<file path="src/design/sal_pkg.sv">
package sal_pkg;

    localparam int SIDE_W    = 13;
    localparam int CALC_W    = 16;
    localparam int STAMP_W   = 32;
    localparam int CFG_IDX_W = 2;
    localparam int MIN_SIDE  = 64;

    localparam logic [CFG_IDX_W-1:0] REG_PAGE_WIDTH  = 2'd0;
    localparam logic [CFG_IDX_W-1:0] REG_PAGE_HEIGHT = 2'd1;
    localparam logic [CFG_IDX_W-1:0] REG_MAX_PAGES   = 2'd2;

    localparam logic [SIDE_W-1:0] RST_PAGE_WIDTH  = 13'd1024;
    localparam logic [SIDE_W-1:0] RST_PAGE_HEIGHT = 13'd1024;
    localparam logic [3:0]        RST_MAX_PAGES   = 4'd8;

    localparam logic [1:0] REQ_ALLOC = 2'd0;
    localparam logic [1:0] REQ_TICK  = 2'd1;
    localparam logic [1:0] REQ_TOUCH = 2'd2;
    localparam logic [1:0] REQ_CLEAR = 2'd3;

    localparam logic [1:0] STAT_OK        = 2'd0;
    localparam logic [1:0] STAT_EVICTED   = 2'd1;
    localparam logic [1:0] STAT_NO_ROOM   = 2'd2;
    localparam logic [1:0] STAT_TOO_LARGE = 2'd3;

    typedef struct packed {
        logic [1:0]        req_type;
        logic [SIDE_W-1:0] block_width;
        logic [SIDE_W-1:0] block_height;
        logic [2:0]        page_index;
    } req_t;

    typedef struct packed {
        logic [1:0]  status;
        logic [2:0]  placed_page;
        logic [11:0] pos_x;
        logic [11:0] pos_y;
    } res_t;

    typedef struct packed {
        logic fits_row;
        logic fits_next_row;
        logic lru_take;
    } fit_t;

endpackage

</file>
<file path="src/design/sal_fit_unit.sv">
module sal_fit_unit (
    input  logic [sal_pkg::SIDE_W-1:0]  cursor_x,
    input  logic [sal_pkg::SIDE_W-1:0]  cursor_y,
    input  logic [sal_pkg::SIDE_W-1:0]  row_height,
    input  logic [sal_pkg::STAMP_W-1:0] last_use,
    input  logic [sal_pkg::SIDE_W-1:0]  block_width,
    input  logic [sal_pkg::SIDE_W-1:0]  block_height,
    input  logic [sal_pkg::SIDE_W-1:0]  page_w,
    input  logic [sal_pkg::SIDE_W-1:0]  page_h,
    input  logic [sal_pkg::STAMP_W-1:0] use_count,
    input  logic [sal_pkg::STAMP_W-1:0] best,
    input  logic                        have,
    output sal_pkg::fit_t               fit
);

    logic [sal_pkg::CALC_W-1:0] row_x_end;
    logic [sal_pkg::CALC_W-1:0] row_y_end;
    logic [sal_pkg::CALC_W-1:0] next_y_end;

    always_comb
    begin
        row_x_end  = sal_pkg::CALC_W'(cursor_x) + sal_pkg::CALC_W'(block_width)
                   + sal_pkg::CALC_W'(1);
        row_y_end  = sal_pkg::CALC_W'(cursor_y) + sal_pkg::CALC_W'(block_height)
                   + sal_pkg::CALC_W'(1);
        next_y_end = sal_pkg::CALC_W'(cursor_y) + sal_pkg::CALC_W'(row_height)
                   + sal_pkg::CALC_W'(block_height) + sal_pkg::CALC_W'(2);
        fit.fits_row      = (row_x_end <= sal_pkg::CALC_W'(page_w))
                         && (row_y_end <= sal_pkg::CALC_W'(page_h));
        fit.fits_next_row = next_y_end <= sal_pkg::CALC_W'(page_h);
        fit.lru_take      = (last_use != use_count) && (!have || (last_use < best));
    end

endmodule

</file>
<file path="src/design/shelf_atlas_allocator_lru.sv">
// Channel   Direction  Handshake                  Payload
// request   in         start / busy               req    (sal_pkg::req_t)
// result    out        done (one-cycle strobe)    result (sal_pkg::res_t)
// config    in         cfg_valid / cfg_ready      cfg_index, cfg_data
//
// Tick, touch, clear and oversized allocates finish at the accept edge; done strobes the
// next cycle. An allocate scans one open page per cycle through the shared fit unit, then,
// if no page fits and none can be opened, scans again for the LRU victim; busy holds until
// the placement or the no-room answer, and done follows. The page store has one read port.
// Reset restores control and config registers only; page entries are written when a page opens.
// The result side cannot stall; result is held until the next request is accepted, and done marks it.
module shelf_atlas_allocator_lru #(
    parameter int MAX_PAGES     = 8,
    parameter int MAX_PAGE_SIDE = 4096
) (
    input  logic                           clk,
    input  logic                           rst_n,
    input  logic                           start,
    output logic                           busy,
    input  sal_pkg::req_t                  req,
    output logic                           done,
    output sal_pkg::res_t                  result,
    input  logic                           cfg_valid,
    output logic                           cfg_ready,
    input  logic [sal_pkg::CFG_IDX_W-1:0]  cfg_index,
    input  logic [sal_pkg::SIDE_W-1:0]     cfg_data
);

    localparam int CNT_W = $clog2(MAX_PAGES + 1);
    localparam int IDX_W = (MAX_PAGES > 1) ? $clog2(MAX_PAGES) : 1;
    localparam int SW    = sal_pkg::SIDE_W;
    localparam int CW    = sal_pkg::CALC_W;
    localparam int TW    = sal_pkg::STAMP_W;

    typedef enum logic [3:0] {
        ST_IDLE  = 4'b0001,
        ST_FIT   = 4'b0010,
        ST_LRU   = 4'b0100,
        ST_PLACE = 4'b1000
    } state_t;

    state_t state_reg, state_next;

    logic [SW-1:0]    page_width_reg, page_width_next;
    logic [SW-1:0]    page_height_reg, page_height_next;
    logic [3:0]       max_pages_reg, max_pages_next;
    logic [CNT_W-1:0] pages_open_reg, pages_open_next;
    logic [TW-1:0]    use_count_reg, use_count_next;
    logic [CNT_W-1:0] scan_idx_reg, scan_idx_next;
    logic             have_reg, have_next;
    logic             done_reg, done_next;

    sal_pkg::req_t    req_reg, req_next;
    sal_pkg::res_t    result_reg, result_next;
    logic [IDX_W-1:0] sel_reg, sel_next;
    logic [TW-1:0]    best_reg, best_next;
    logic [SW-1:0]    base_x_reg, base_x_next;
    logic [SW-1:0]    base_y_reg, base_y_next;
    logic [SW-1:0]    base_rh_reg, base_rh_next;
    logic [1:0]       stat_reg, stat_next;

    logic [SW-1:0] cx_mem [MAX_PAGES];
    logic [SW-1:0] cy_mem [MAX_PAGES];
    logic [SW-1:0] rh_mem [MAX_PAGES];
    logic [TW-1:0] lu_mem [MAX_PAGES];

    logic [SW-1:0] cx_rd_reg, cy_rd_reg, rh_rd_reg;
    logic [TW-1:0] lu_rd_reg;

    logic [IDX_W-1:0] rd_addr;
    logic [IDX_W-1:0] wr_addr;
    logic             geo_we, lu_we;
    logic [SW-1:0]    cx_wdata, cy_wdata, rh_wdata;

    logic [SW-1:0]    page_w, page_h;
    logic [CNT_W-1:0] lim;
    logic             too_large;
    logic             accept;
    logic [7:0]       touch_idx;
    logic [CW-1:0]    next_row_y;
    logic [7:0]       sel_ext;

    sal_pkg::fit_t    fit;

    sal_fit_unit u_fit (
        .cursor_x     (cx_rd_reg),
        .cursor_y     (cy_rd_reg),
        .row_height   (rh_rd_reg),
        .last_use     (lu_rd_reg),
        .block_width  (req_reg.block_width),
        .block_height (req_reg.block_height),
        .page_w       (page_w),
        .page_h       (page_h),
        .use_count    (use_count_reg),
        .best         (best_reg),
        .have         (have_reg),
        .fit          (fit)
    );

    assign accept    = start && !busy;
    assign busy      = (state_reg != ST_IDLE);
    assign done      = done_reg;
    assign result    = result_reg;
    assign cfg_ready = 1'b1;

    always_comb
    begin
        if (page_width_reg < SW'(sal_pkg::MIN_SIDE))
            page_w = SW'(sal_pkg::MIN_SIDE);
        else if (CW'(page_width_reg) > CW'(MAX_PAGE_SIDE))
            page_w = SW'(MAX_PAGE_SIDE);
        else
            page_w = page_width_reg;

        if (page_height_reg < SW'(sal_pkg::MIN_SIDE))
            page_h = SW'(sal_pkg::MIN_SIDE);
        else if (CW'(page_height_reg) > CW'(MAX_PAGE_SIDE))
            page_h = SW'(MAX_PAGE_SIDE);
        else
            page_h = page_height_reg;

        if (max_pages_reg == 4'd0)
            lim = CNT_W'(1);
        else if (8'(max_pages_reg) > 8'(MAX_PAGES))
            lim = CNT_W'(MAX_PAGES);
        else
            lim = CNT_W'(max_pages_reg);

        too_large = (CW'(req.block_width) + CW'(2) > CW'(page_w))
                 || (CW'(req.block_height) + CW'(2) > CW'(page_h));
        touch_idx  = 8'(req.page_index);
        next_row_y = CW'(cy_rd_reg) + CW'(rh_rd_reg) + CW'(1);
        sel_ext    = 8'(sel_reg);
    end

    always_comb
    begin
        page_width_next  = page_width_reg;
        page_height_next = page_height_reg;
        max_pages_next   = max_pages_reg;
        if (cfg_valid && cfg_ready)
        begin
            case (cfg_index)
                sal_pkg::REG_PAGE_WIDTH:  page_width_next  = cfg_data;
                sal_pkg::REG_PAGE_HEIGHT: page_height_next = cfg_data;
                sal_pkg::REG_MAX_PAGES:   max_pages_next   = cfg_data[3:0];
                default:                  page_width_next  = page_width_reg;
            endcase
        end
    end

    always_comb
    begin
        state_next      = state_reg;
        pages_open_next = pages_open_reg;
        use_count_next  = use_count_reg;
        scan_idx_next   = scan_idx_reg;
        have_next       = have_reg;
        done_next       = 1'b0;
        req_next        = req_reg;
        result_next     = result_reg;
        sel_next        = sel_reg;
        best_next       = best_reg;
        base_x_next     = base_x_reg;
        base_y_next     = base_y_reg;
        base_rh_next    = base_rh_reg;
        stat_next       = stat_reg;
        wr_addr         = sel_reg;
        geo_we          = 1'b0;
        lu_we           = 1'b0;
        cx_wdata        = SW'(CW'(base_x_reg) + CW'(req_reg.block_width) + CW'(1));
        cy_wdata        = base_y_reg;
        rh_wdata        = (req_reg.block_height > base_rh_reg) ? req_reg.block_height
                                                                : base_rh_reg;

        case (state_reg)
            ST_IDLE:
            begin
                if (accept)
                begin
                    req_next    = req;
                    result_next = '0;
                    case (req.req_type)
                        sal_pkg::REQ_TICK:
                        begin
                            if (use_count_reg != '1)
                                use_count_next = use_count_reg + TW'(1);
                            done_next = 1'b1;
                        end
                        sal_pkg::REQ_TOUCH:
                        begin
                            if (touch_idx < 8'(pages_open_reg))
                            begin
                                wr_addr = touch_idx[IDX_W-1:0];
                                lu_we   = 1'b1;
                            end
                            done_next = 1'b1;
                        end
                        sal_pkg::REQ_CLEAR:
                        begin
                            pages_open_next = '0;
                            done_next       = 1'b1;
                        end
                        default:
                        begin
                            if (too_large)
                            begin
                                result_next.status = sal_pkg::STAT_TOO_LARGE;
                                done_next          = 1'b1;
                            end
                            else
                            begin
                                scan_idx_next = '0;
                                state_next    = ST_FIT;
                            end
                        end
                    endcase
                end
            end

            ST_FIT:
            begin
                stat_next = sal_pkg::STAT_OK;
                if (scan_idx_reg < pages_open_reg)
                begin
                    sel_next = scan_idx_reg[IDX_W-1:0];
                    if (fit.fits_row)
                    begin
                        base_x_next  = cx_rd_reg;
                        base_y_next  = cy_rd_reg;
                        base_rh_next = rh_rd_reg;
                        state_next   = ST_PLACE;
                    end
                    else if (fit.fits_next_row)
                    begin
                        base_x_next  = SW'(1);
                        base_y_next  = SW'(next_row_y);
                        base_rh_next = '0;
                        state_next   = ST_PLACE;
                    end
                    else
                        scan_idx_next = scan_idx_reg + CNT_W'(1);
                end
                else if (pages_open_reg < lim)
                begin
                    sel_next        = pages_open_reg[IDX_W-1:0];
                    pages_open_next = pages_open_reg + CNT_W'(1);
                    base_x_next     = SW'(1);
                    base_y_next     = SW'(1);
                    base_rh_next    = '0;
                    state_next      = ST_PLACE;
                end
                else
                begin
                    scan_idx_next = '0;
                    have_next     = 1'b0;
                    state_next    = ST_LRU;
                end
            end

            ST_LRU:
            begin
                if (scan_idx_reg < pages_open_reg)
                begin
                    if (fit.lru_take)
                    begin
                        have_next = 1'b1;
                        best_next = lu_rd_reg;
                        sel_next  = scan_idx_reg[IDX_W-1:0];
                    end
                    scan_idx_next = scan_idx_reg + CNT_W'(1);
                end
                else if (have_reg)
                begin
                    stat_next    = sal_pkg::STAT_EVICTED;
                    base_x_next  = SW'(1);
                    base_y_next  = SW'(1);
                    base_rh_next = '0;
                    state_next   = ST_PLACE;
                end
                else
                begin
                    result_next.status = sal_pkg::STAT_NO_ROOM;
                    done_next          = 1'b1;
                    state_next         = ST_IDLE;
                end
            end

            ST_PLACE:
            begin
                geo_we                  = 1'b1;
                lu_we                   = 1'b1;
                result_next.status      = stat_reg;
                result_next.placed_page = sel_ext[2:0];
                result_next.pos_x       = base_x_reg[11:0];
                result_next.pos_y       = base_y_reg[11:0];
                done_next               = 1'b1;
                state_next              = ST_IDLE;
            end

            default:
            begin
                state_next = ST_IDLE;
            end
        endcase
    end

    assign rd_addr = scan_idx_next[IDX_W-1:0];

    always_ff @(posedge clk)
    begin
        if (geo_we)
        begin
            cx_mem[wr_addr] <= cx_wdata;
            cy_mem[wr_addr] <= cy_wdata;
            rh_mem[wr_addr] <= rh_wdata;
        end
        if (lu_we)
            lu_mem[wr_addr] <= use_count_reg;
        cx_rd_reg <= cx_mem[rd_addr];
        cy_rd_reg <= cy_mem[rd_addr];
        rh_rd_reg <= rh_mem[rd_addr];
        lu_rd_reg <= lu_mem[rd_addr];
    end

    always_ff @(posedge clk or negedge rst_n)
    begin
        if (!rst_n)
        begin
            state_reg       <= ST_IDLE;
            page_width_reg  <= sal_pkg::RST_PAGE_WIDTH;
            page_height_reg <= sal_pkg::RST_PAGE_HEIGHT;
            max_pages_reg   <= sal_pkg::RST_MAX_PAGES;
            pages_open_reg  <= '0;
            use_count_reg   <= '0;
            scan_idx_reg    <= '0;
            have_reg        <= 1'b0;
            done_reg        <= 1'b0;
        end
        else
        begin
            state_reg       <= state_next;
            page_width_reg  <= page_width_next;
            page_height_reg <= page_height_next;
            max_pages_reg   <= max_pages_next;
            pages_open_reg  <= pages_open_next;
            use_count_reg   <= use_count_next;
            scan_idx_reg    <= scan_idx_next;
            have_reg        <= have_next;
            done_reg        <= done_next;
        end
    end

    always_ff @(posedge clk)
    begin
        req_reg     <= req_next;
        result_reg  <= result_next;
        sel_reg     <= sel_next;
        best_reg    <= best_next;
        base_x_reg  <= base_x_next;
        base_y_reg  <= base_y_next;
        base_rh_reg <= base_rh_next;
        stat_reg    <= stat_next;
    end

    a_done_idle: assert property (@(posedge clk) disable iff (!rst_n)
        done |-> !busy)
        else $error("result strobe while sequencer busy");

    a_accept_progress: assert property (@(posedge clk) disable iff (!rst_n)
        start && !busy |=> busy || done)
        else $error("accepted transaction neither started nor answered");

    a_evict_full: assert property (@(posedge clk) disable iff (!rst_n)
        done && (result.status == sal_pkg::STAT_EVICTED) |-> pages_open_reg >= lim)
        else $error("eviction while a new page could open");

    a_open_bound: assert property (@(posedge clk) disable iff (!rst_n)
        (state_reg == ST_PLACE) |-> (pages_open_reg != '0)
                                 && (CNT_W'(sel_reg) < pages_open_reg))
        else $error("placement into a page that is not open");

endmodule
</file>
<file path="config.mk">
export PLATFORM = sky130hd
export DESIGN_NAME = shelf_atlas_allocator_lru
export DESIGN_NICKNAME = d
export VERILOG_FILES = /design/src/design/sal_pkg.sv /design/src/design/sal_fit_unit.sv /design/src/design/shelf_atlas_allocator_lru.sv
export SDC_FILE = /design/constraint.sdc
export NUM_CORES = 1
export LEC_CHECK = 0
export BUFFER_PORTS_ARGS = -buffer_cell sky130_fd_sc_hd__buf_2
export CAP_MARGIN = 20
export CORE_MARGIN = 2
export CORE_UTILIZATION = 54
export DETAILED_ROUTE_END_ITERATION = 10
export PLACE_DENSITY = 0.71
export SLEW_MARGIN = 10
export SYNTH_ARGS = -nofsm -noshare
export SYNTH_HDL_FRONTEND = slang
export SYNTH_SLANG_ARGS = --single-unit
export TNS_END_PERCENT = 50
</file>
<file path="constraint.sdc">
create_clock -name clk -period 10.2 [get_ports clk]
set_clock_uncertainty 0.05 [all_clocks]
set_input_delay 2.04 -clock clk [delete_from_list [all_inputs] [get_ports clk]]
set_output_delay 2.04 -clock clk [all_outputs]
set_load 0.01 [all_outputs]
</file>
### Yosys cells after proc, flatten, opt, wreduce, memory -nomap -nowiden

Memories as Yosys holds them, arrays and structs flattened. A register that Yosys moved wholly into a read port is not among the register bits.
Cells that the tools add are included.

* flip-flop bits (word level): 207
* bits in writable memories: 568
* bits of input ports: 50
* output and inout bits: 32
* logic and storage cells: 203
* memories kept: 4

* add/subtract/negate cells: 15
* magnitude comparators: 15
* equal/unequal tests: 29
* muxes and demuxes: 88
* reduce and logical (&&, ||, !) cells: 30

Memory list
* lu_mem: words 8, width 32, read ports 1, clocked after memory_dff 1, write ports 1, RTL line shelf_atlas_allocator_lru.sv:65 `logic [TW-1:0] lu_mem [MAX_PAGES];`
* cx_mem: words 8, width 13, read ports 1, clocked after memory_dff 1, write ports 1, RTL line shelf_atlas_allocator_lru.sv:62 `logic [SW-1:0] cx_mem [MAX_PAGES];`
* cy_mem: words 8, width 13, read ports 1, clocked after memory_dff 1, write ports 1, RTL line shelf_atlas_allocator_lru.sv:63 `logic [SW-1:0] cy_mem [MAX_PAGES];`
* rh_mem: words 8, width 13, read ports 1, clocked after memory_dff 1, write ports 1, RTL line shelf_atlas_allocator_lru.sv:64 `logic [SW-1:0] rh_mem [MAX_PAGES];`

Operators by type and width (number)
* 13-bit 2-to-1 mux: 20
* 4-bit 2-to-1 mux: 23
* 13-bit one-hot mux with 2 select lines: 3
* 27-bit one-hot mux with 2 select lines: 1
* 16-bit by 13-bit less-or-equal comparator with 1-bit output: 3
* 13-bit by 13-bit adder with 14-bit output: 3
* 16-bit by 1-bit adder with 16-bit output (second input constant): 2
* 32-bit by 1-bit adder with 32-bit output (second input constant): 1
* 32-bit < comparator: 1
* 32-bit inequality test: 1
* 32-bit inequality test (second input constant): 1
* 29-bit 2-to-1 mux: 1
* 13-bit by 2-bit adder with 14-bit output (second input constant): 2
* 14-bit by 13-bit greater-than comparator with 1-bit output: 2
* 13-bit by 1-bit adder with 13-bit output (second input constant): 2
* 13-bit greater-than comparator (second input constant): 2
* 13-bit by 7-bit < comparator with 1-bit output (second input constant): 2
* 3-bit 2-to-1 mux: 8
* 4-bit one-hot mux with 3 select lines: 2
* 2-bit inequality test (second input constant): 11
* 5-bit AND reduction: 4
* 1-bit 2-to-1 mux: 17
* 16-bit by 2-bit adder with 16-bit output (second input constant): 1
* 14-bit by 13-bit adder with 15-bit output: 1
* other kinds (35): 63

### Depth between registers and ports, before layout

* depth in word-level cells: 9
* gate-level depth with buffers: 35
* mapped depth without buffers: 33

### Cells and area by module

A second synthesis with hierarchy kept.

* cell total of the unflattened synthesis: 2720
* area total of the unflattened synthesis: 39288.9 um2

Modules (own cells, without submodules)
* shelf_atlas_allocator_lru: times used 1, cells an instance 2179, area an instance 35047.4 um2, sequential area each 24288.3 um2
* sal_fit_unit: times used 1, cells an instance 541, area an instance 4241.6 um2, sequential area each 0.0 um2

### Least setup slack after synthesis

OpenSTA, ideal clock, no wires.

* path type: reg2reg
* start point: register cy_rd_reg[0] (read register of cy_mem)
* end point: register base_rh_reg[0], enable pin
* setup time: 400 ps
* data arrival time: 6825 ps
* data required time: 9750 ps
* setup slack: 2925 ps
* stages on the path, launching flop included: 32
* buffers on the path: 1
* clock period less this slack: 7275 ps
* path through: dfxtp_1 -> ha_1 -> inv_1 -> fa_1 -> nor2b_1 -> o21ai_0 -> a21oi_1 -> o21ai_0 -> a21boi_0 -> o21ai_0 -> nor4b_1 -> a311o_1 -> ha_1 -> clkbuf_1 -> and3_1 -> o21ai_0 -> o21bai_1 -> a211o_1 -> o311ai_0 -> xnor2_1 -> ha_1 -> and3_1 -> nand3_1 -> a21oi_1 -> a221o_1 -> a32o_1 -> and3b_1 -> mux2_2 -> or2_2 -> nor2_1 -> o21ai_0 -> and3_1

* longest elaborated chain between the ends: 6
* elaborated cells between the ends (all ways): 10
* those cells by class: add/sub: 5; order compare: 2; eq/ne: 1; reduce/logical: 2

Ends and longest elaborated chain
* start, declared: RTL line shelf_atlas_allocator_lru.sv:67 `logic [SW-1:0] cx_rd_reg, cy_rd_reg, rh_rd_reg;`
* 13-bit by 13-bit adder with 14-bit output, on equally long branches: RTL line sal_fit_unit.sv:26, sal_fit_unit.sv:24
* 14-bit by 13-bit adder with 15-bit output / 16-bit by 1-bit adder with 16-bit output (equally long branches): RTL line sal_fit_unit.sv:27, sal_fit_unit.sv:25
* 16-bit by 2-bit adder with 16-bit output / 16-bit by 13-bit less-or-equal comparator with 1-bit output (equally long branches): RTL line sal_fit_unit.sv:27, sal_fit_unit.sv:29
* 16-bit by 13-bit less-or-equal comparator with 1-bit output / 1-bit logical AND (equally long branches): RTL line sal_fit_unit.sv:30, sal_fit_unit.sv:29
* 4-bit inequality test (no line) *
* 5-bit AND reduction (no line) *
* end signal, assigned: RTL line shelf_atlas_allocator_lru.sv:362 `base_rh_reg <= base_rh_next;`
* end, declared: RTL line shelf_atlas_allocator_lru.sv:59 `logic [SW-1:0] base_rh_reg, base_rh_next;`

Every way passes the cells marked *; elsewhere a longest branch is shown, timed or not.
A chain may end at the register's enable or synchronous reset.

### Worst setup path in the final report

* start point: register cy_rd_reg[1] (read register of cy_mem)
* end point: register rh_rd_reg[0] (read register of rh_mem)

* longest elaborated chain between the ends: 8
* elaborated cells between the ends (all ways): 12
* those cells by class: add/sub: 5; order compare: 2; mux: 4; reduce/logical: 1

Ends and longest elaborated chain
* 13-bit by 13-bit adder with 14-bit output: RTL line sal_fit_unit.sv:26 `next_y_end = sal_pkg::CALC_W'(cursor_y) + sal_pkg::CALC_W'(row_height)`
* 14-bit by 13-bit adder with 15-bit output: RTL line sal_fit_unit.sv:27 `+ sal_pkg::CALC_W'(block_height) + sal_pkg::CALC_W'(2);`
* 16-bit by 2-bit adder with 16-bit output: RTL line sal_fit_unit.sv:27
* 16-bit by 13-bit less-or-equal comparator with 1-bit output: RTL line sal_fit_unit.sv:30 `fit.fits_next_row = next_y_end <= sal_pkg::CALC_W'(page_h);`
* 4-bit 2-to-1 mux: RTL line shelf_atlas_allocator_lru.sv:234 `else if (fit.fits_next_row)`
* 4-bit 2-to-1 mux *: RTL line shelf_atlas_allocator_lru.sv:227 `if (fit.fits_row)`
* 4-bit 2-to-1 mux *: RTL line shelf_atlas_allocator_lru.sv:224 `if (scan_idx_reg < pages_open_reg)`
* 4-bit one-hot mux with 3 select lines *: RTL line shelf_atlas_allocator_lru.sv:176 `case (state_reg)`
* net scan_idx_next[0]: RTL line shelf_atlas_allocator_lru.sv:49 `logic [CNT_W-1:0] scan_idx_reg, scan_idx_next;`
* end, declared: RTL line shelf_atlas_allocator_lru.sv:67

Mark *: on every way through the listed nets, which the timed path passes. The rest lies on a longest branch. The select of a mux whose other input is x is not followed.

==> load_flow_metrics.sql <==
INSERT INTO impl_metrics (metric_group, metric, value, unit) VALUES
('power_and_ir_drop', 'power.ir.vdd_worst', '0.201', 'mV'),
('power_and_ir_drop', 'power_density', '246', 'nW/um^2'),
('timing', 'finalWorstPathRequiredPeriod', '8650', 'ps'),
('logic_synthesis', 'synth_cells', '2733', ''),
('logic_synthesis', 'synthTopCellsByArea', 'sky130_fd_sc_hd__edfxtp_1 (53%), sky130_fd_sc_hd__ha_1 (6.1%), sky130_fd_sc_hd__mux2_2 (5.5%)', ''),
('clock_network', 'cts_inserted_buffers', '85', ''),
('placed_design', 'gp_routability_congestion', '0.943', ''),
('setup_path', 'timing_worst_setup_path_type', 'reg2reg', ''),
('logic_synthesis', 'synth_largest_type_area_fraction', '53.5', '%'),
('setup_path', 'worst_path_max_delay_cell', 'sky130_fd_sc_hd__a311oi_1', ''),
('placed_design', 'hpwlAfterDp', '58.9', 'mm'),
('clock_network', 'htree_levels', '3', ''),
('clock_network', 'tritoncts', 'built', ''),
('setup_path', 'timing.critical_path.mode_cell', 'sky130_fd_sc_hd__o21ai_0', ''),
('final_layout', 'share_of_cells_above_drive_strength_1', '18.7', '%'),
('timing', 'fin_setup_tns', '0', 'ps'),
('run', 'max_cap_violations', '0', ''),
('final_layout', 'top_register', 'lu_mem', ''),
('global_route', 'grt.overflow.total', '0', ''),
('drt', 'dr.pass1.iters', '5', ''),
('timing', 'timing.final.hold_violations', '0', ''),
('final_layout', 'diodes_inserted', '0', ''),
('timing', 'setup-violations-final', '0', ''),
('drt', 'detail-route-antenna-nets', '0', ''),
('timing', 'fin_crit_sh', '84.8', '%'),
('logic_synthesis', 'synthMostInstantiatedCell', 'sky130_fd_sc_hd__edfxtp_1', ''),
('die', 'die_x', '273', 'microns'),
('setup_path', 'critical_path_required', '10680', 'ps'),
('timing', 'max_slew.worst_pin.slew', '1130', 'ps'),
('setup_path', 'startpoint_types', 'flip-flop', ''),
('timing', 'drv_slew', '0', ''),
('placed_design', 'pre_cts_slack', '1650', 'ps'),
('drt', 'drt-total-wl', '91.8', 'mm'),
('timing', 'finalHoldWorstSlack', '439', 'ps'),
('setup_path', 'worst_setup_path_end_kind', 'flip-flop', ''),
('logic_synthesis', 'mappedNetlistArea', '39200', 'sq um'),
('final_layout', 'largest_reg_flops', '256', ''),
('die', 'initial_utilization', '54.6', '%'),
('logic_synthesis', 'synth_area_per_cell', '14.3', 'sq um'),
('setup_path', 'critical-path-max-stage-delay', '740', 'ps'),
('timing', 'timing.final.ws_setup', '1550', 'ps'),
('setup_path', 'critical_path_arrival', '9130', 'ps'),
('clock_network', 'cts_post_setup_buffers_inserted', '0', ''),
('placed_design', 'buffer_ports.inserted', '80', ''),
('global_route', 'grt_pass1_vias', '23800', ''),
('power_and_ir_drop', 'p_leak', '15.8', 'nW'),
('global_route', 'grt_antenna_before_repair', '0', ''),
('logic_synthesis', 'synth_flop_cell', 'sky130_fd_sc_hd__edfxtp_1', ''),
('die', 'row_count', '98', ''),
('die', 'die_area', '74700', 'sq um'),
('logic_synthesis', 'library_cells_used_by_synthesis', '79', ''),
('outcome', 'run_status', 'complete, no violations', ''),
('global_route', 'grt_max_degree', '77', ''),
('final_layout', 'synth_to_layout_area_growth', '11.4', '%'),
('die', 'die_span_in_y', '273', 'microns'),
('clock_network', 'postCtsResizedCells', '0', ''),
('logic_synthesis', 'yosysTopAreaCell', 'sky130_fd_sc_hd__edfxtp_1', ''),
('drt', 'num_vias', '23600', ''),
('clock_network', 'clock_tree.root_cell', 'sky130_fd_sc_hd__clkbuf_16', ''),
('min_path', 'hp-class', 'reg2reg', ''),
('clock_network', 'worst_skew_pair.late_latency', '650', 'ps'),
('clock_network', 'clk_pin_slew', '70', 'ps'),
('logic_synthesis', 'synth_seq_cells', '845', ''),
('drt', 'post_drt_wl_per_cell', '23.6', 'microns'),
('timing', 'rsz_0062_raised_after_global_routing', 'no', ''),
('logic_synthesis', 'synth.yosys.warnings', '0', ''),
('logic_synthesis', 'synth_nets', '2980', ''),
('timing', 'maxSlewHeadroom', '24.1', '%'),
('die', 'design.core.area', '71700', 'sq um'),
('die', 'design.portCount', '82', ''),
('drt', 'route.detailed.drc', '0', '');
[kinds of logic after synthesis]
logic type      synth area share [%]
compound gates                  9.10
flops                           62.0
other cells                  0.00957
buf+inv                         2.27
mux                             9.30
simple gates                    7.28
xor+xnor                        3.69
fa+ha+maj                       6.39
[power by group]
part | switching, W | internal [W]
combinational | 0.00209 | 0.00137
clock | 0.00131 | 0.00176
sequential | 0.000227 | 0.00399
total | 0.00363 | 0.00711
[metrics by stage]
stage	total power [W]	util, %	std cells	instance area, sq um
floorplan	0.00670	-	2733	39200
global placement	0.00754	56.8	3724	40800
detailed placement	0.00764	56.8	3724	40800
CTS	0.0107	60.7	3884	43600
global route	0.0113	60.9	3887	43700
finish	0.0107	60.9	3887	43700
[critical path, delay by kind of cell, from the launching register on]
kind / cells / cell delay (ps)
compound gates: 13 / 3280
xor+xnor: 1 / 180
fa+ha+maj: 3 / 1200
buf+inv: 3 / 660
flops: 1 / 480
mux: 1 / 360
simple gates: 9 / 2240
[layout make-up]
type                    count  area [sq um]
repair buffers            122           816
clock inverters            40           417
fillers                  5403         28100
inverters                 102           383
well taps                 950          1190
flip-flops and latches    845         24300
clock buffers             120          2390
multi-input cells        1708         14200
[worst paths after layout]
| check | startpoint | end | slack, ps | cells past startpoint |
|---|---|---|---|---|
| setup / recovery | cy_rd_reg[1]$_DFF_P_ | rh_rd_reg[0]$_DFF_P_ | 1550 | 30 |
| hold / removal | lu_rd_reg[31]$_DFF_P_ | best_reg[31]$_DFFE_PP_ | 440 | 0 |
| setup reg to reg | cy_rd_reg[1]$_DFF_P_ | rh_rd_reg[0]$_DFF_P_ | 1550 | 30 |
| hold reg to reg | lu_rd_reg[31]$_DFF_P_ | best_reg[31]$_DFFE_PP_ | 440 | 0 |
| max in group asynchronous | rst_n | state_reg[0]$_DFFE_PN1P_ | 8160 | 2 |
| min in group asynchronous | rst_n | pages_open_reg[0]$_DFFE_PN0P_ | 1300 | 1 |
[cell usage in the layout, fill, tap and decap left out, types with 12 or more instances in the layout]
cell type	netlist	routed
sky130_fd_sc_hd__a211oi_1	21	21
sky130_fd_sc_hd__a21o_1	49	49
sky130_fd_sc_hd__a21oi_1	91	91
sky130_fd_sc_hd__a221oi_2	70	70
sky130_fd_sc_hd__and2_1	36	36
sky130_fd_sc_hd__and3_1	50	49
sky130_fd_sc_hd__buf_2	33	79
sky130_fd_sc_hd__buf_4	5	37
sky130_fd_sc_hd__clkbuf_1	16	22
sky130_fd_sc_hd__clkbuf_16	0	85
sky130_fd_sc_hd__clkbuf_8	0	13
sky130_fd_sc_hd__clkinv_2	0	16
sky130_fd_sc_hd__dfrtp_1	72	72
sky130_fd_sc_hd__dfxtp_1	71	71
sky130_fd_sc_hd__edfxtp_1	698	698
sky130_fd_sc_hd__ha_1	192	192
sky130_fd_sc_hd__inv_1	100	100
sky130_fd_sc_hd__mux2_2	190	190
sky130_fd_sc_hd__mux2i_1	148	148
sky130_fd_sc_hd__nand2_1	104	102
sky130_fd_sc_hd__nand2b_1	17	17
sky130_fd_sc_hd__nand3_1	62	62
sky130_fd_sc_hd__nand4_1	31	31
sky130_fd_sc_hd__nor2_1	129	113
sky130_fd_sc_hd__nor2_4	0	18
sky130_fd_sc_hd__nor2b_1	16	16
sky130_fd_sc_hd__nor3_1	24	24
sky130_fd_sc_hd__nor4_1	15	15
sky130_fd_sc_hd__o21a_1	12	12
sky130_fd_sc_hd__o21ai_0	59	59
sky130_fd_sc_hd__o22ai_1	72	72
sky130_fd_sc_hd__xnor2_1	87	87
sky130_fd_sc_hd__xor2_1	78	78
[layer usage]
layer  global-route usage, %  up-vias  share of wire [%]
met4                    7.81        0                2.8
met5                       0        -                  0
li1                        -    10800                  -
met1                    32.0    11900                 42
met3                    2.80      161                4.9
met2                    43.2      731                 51
(Power assumes the default switching activity.)
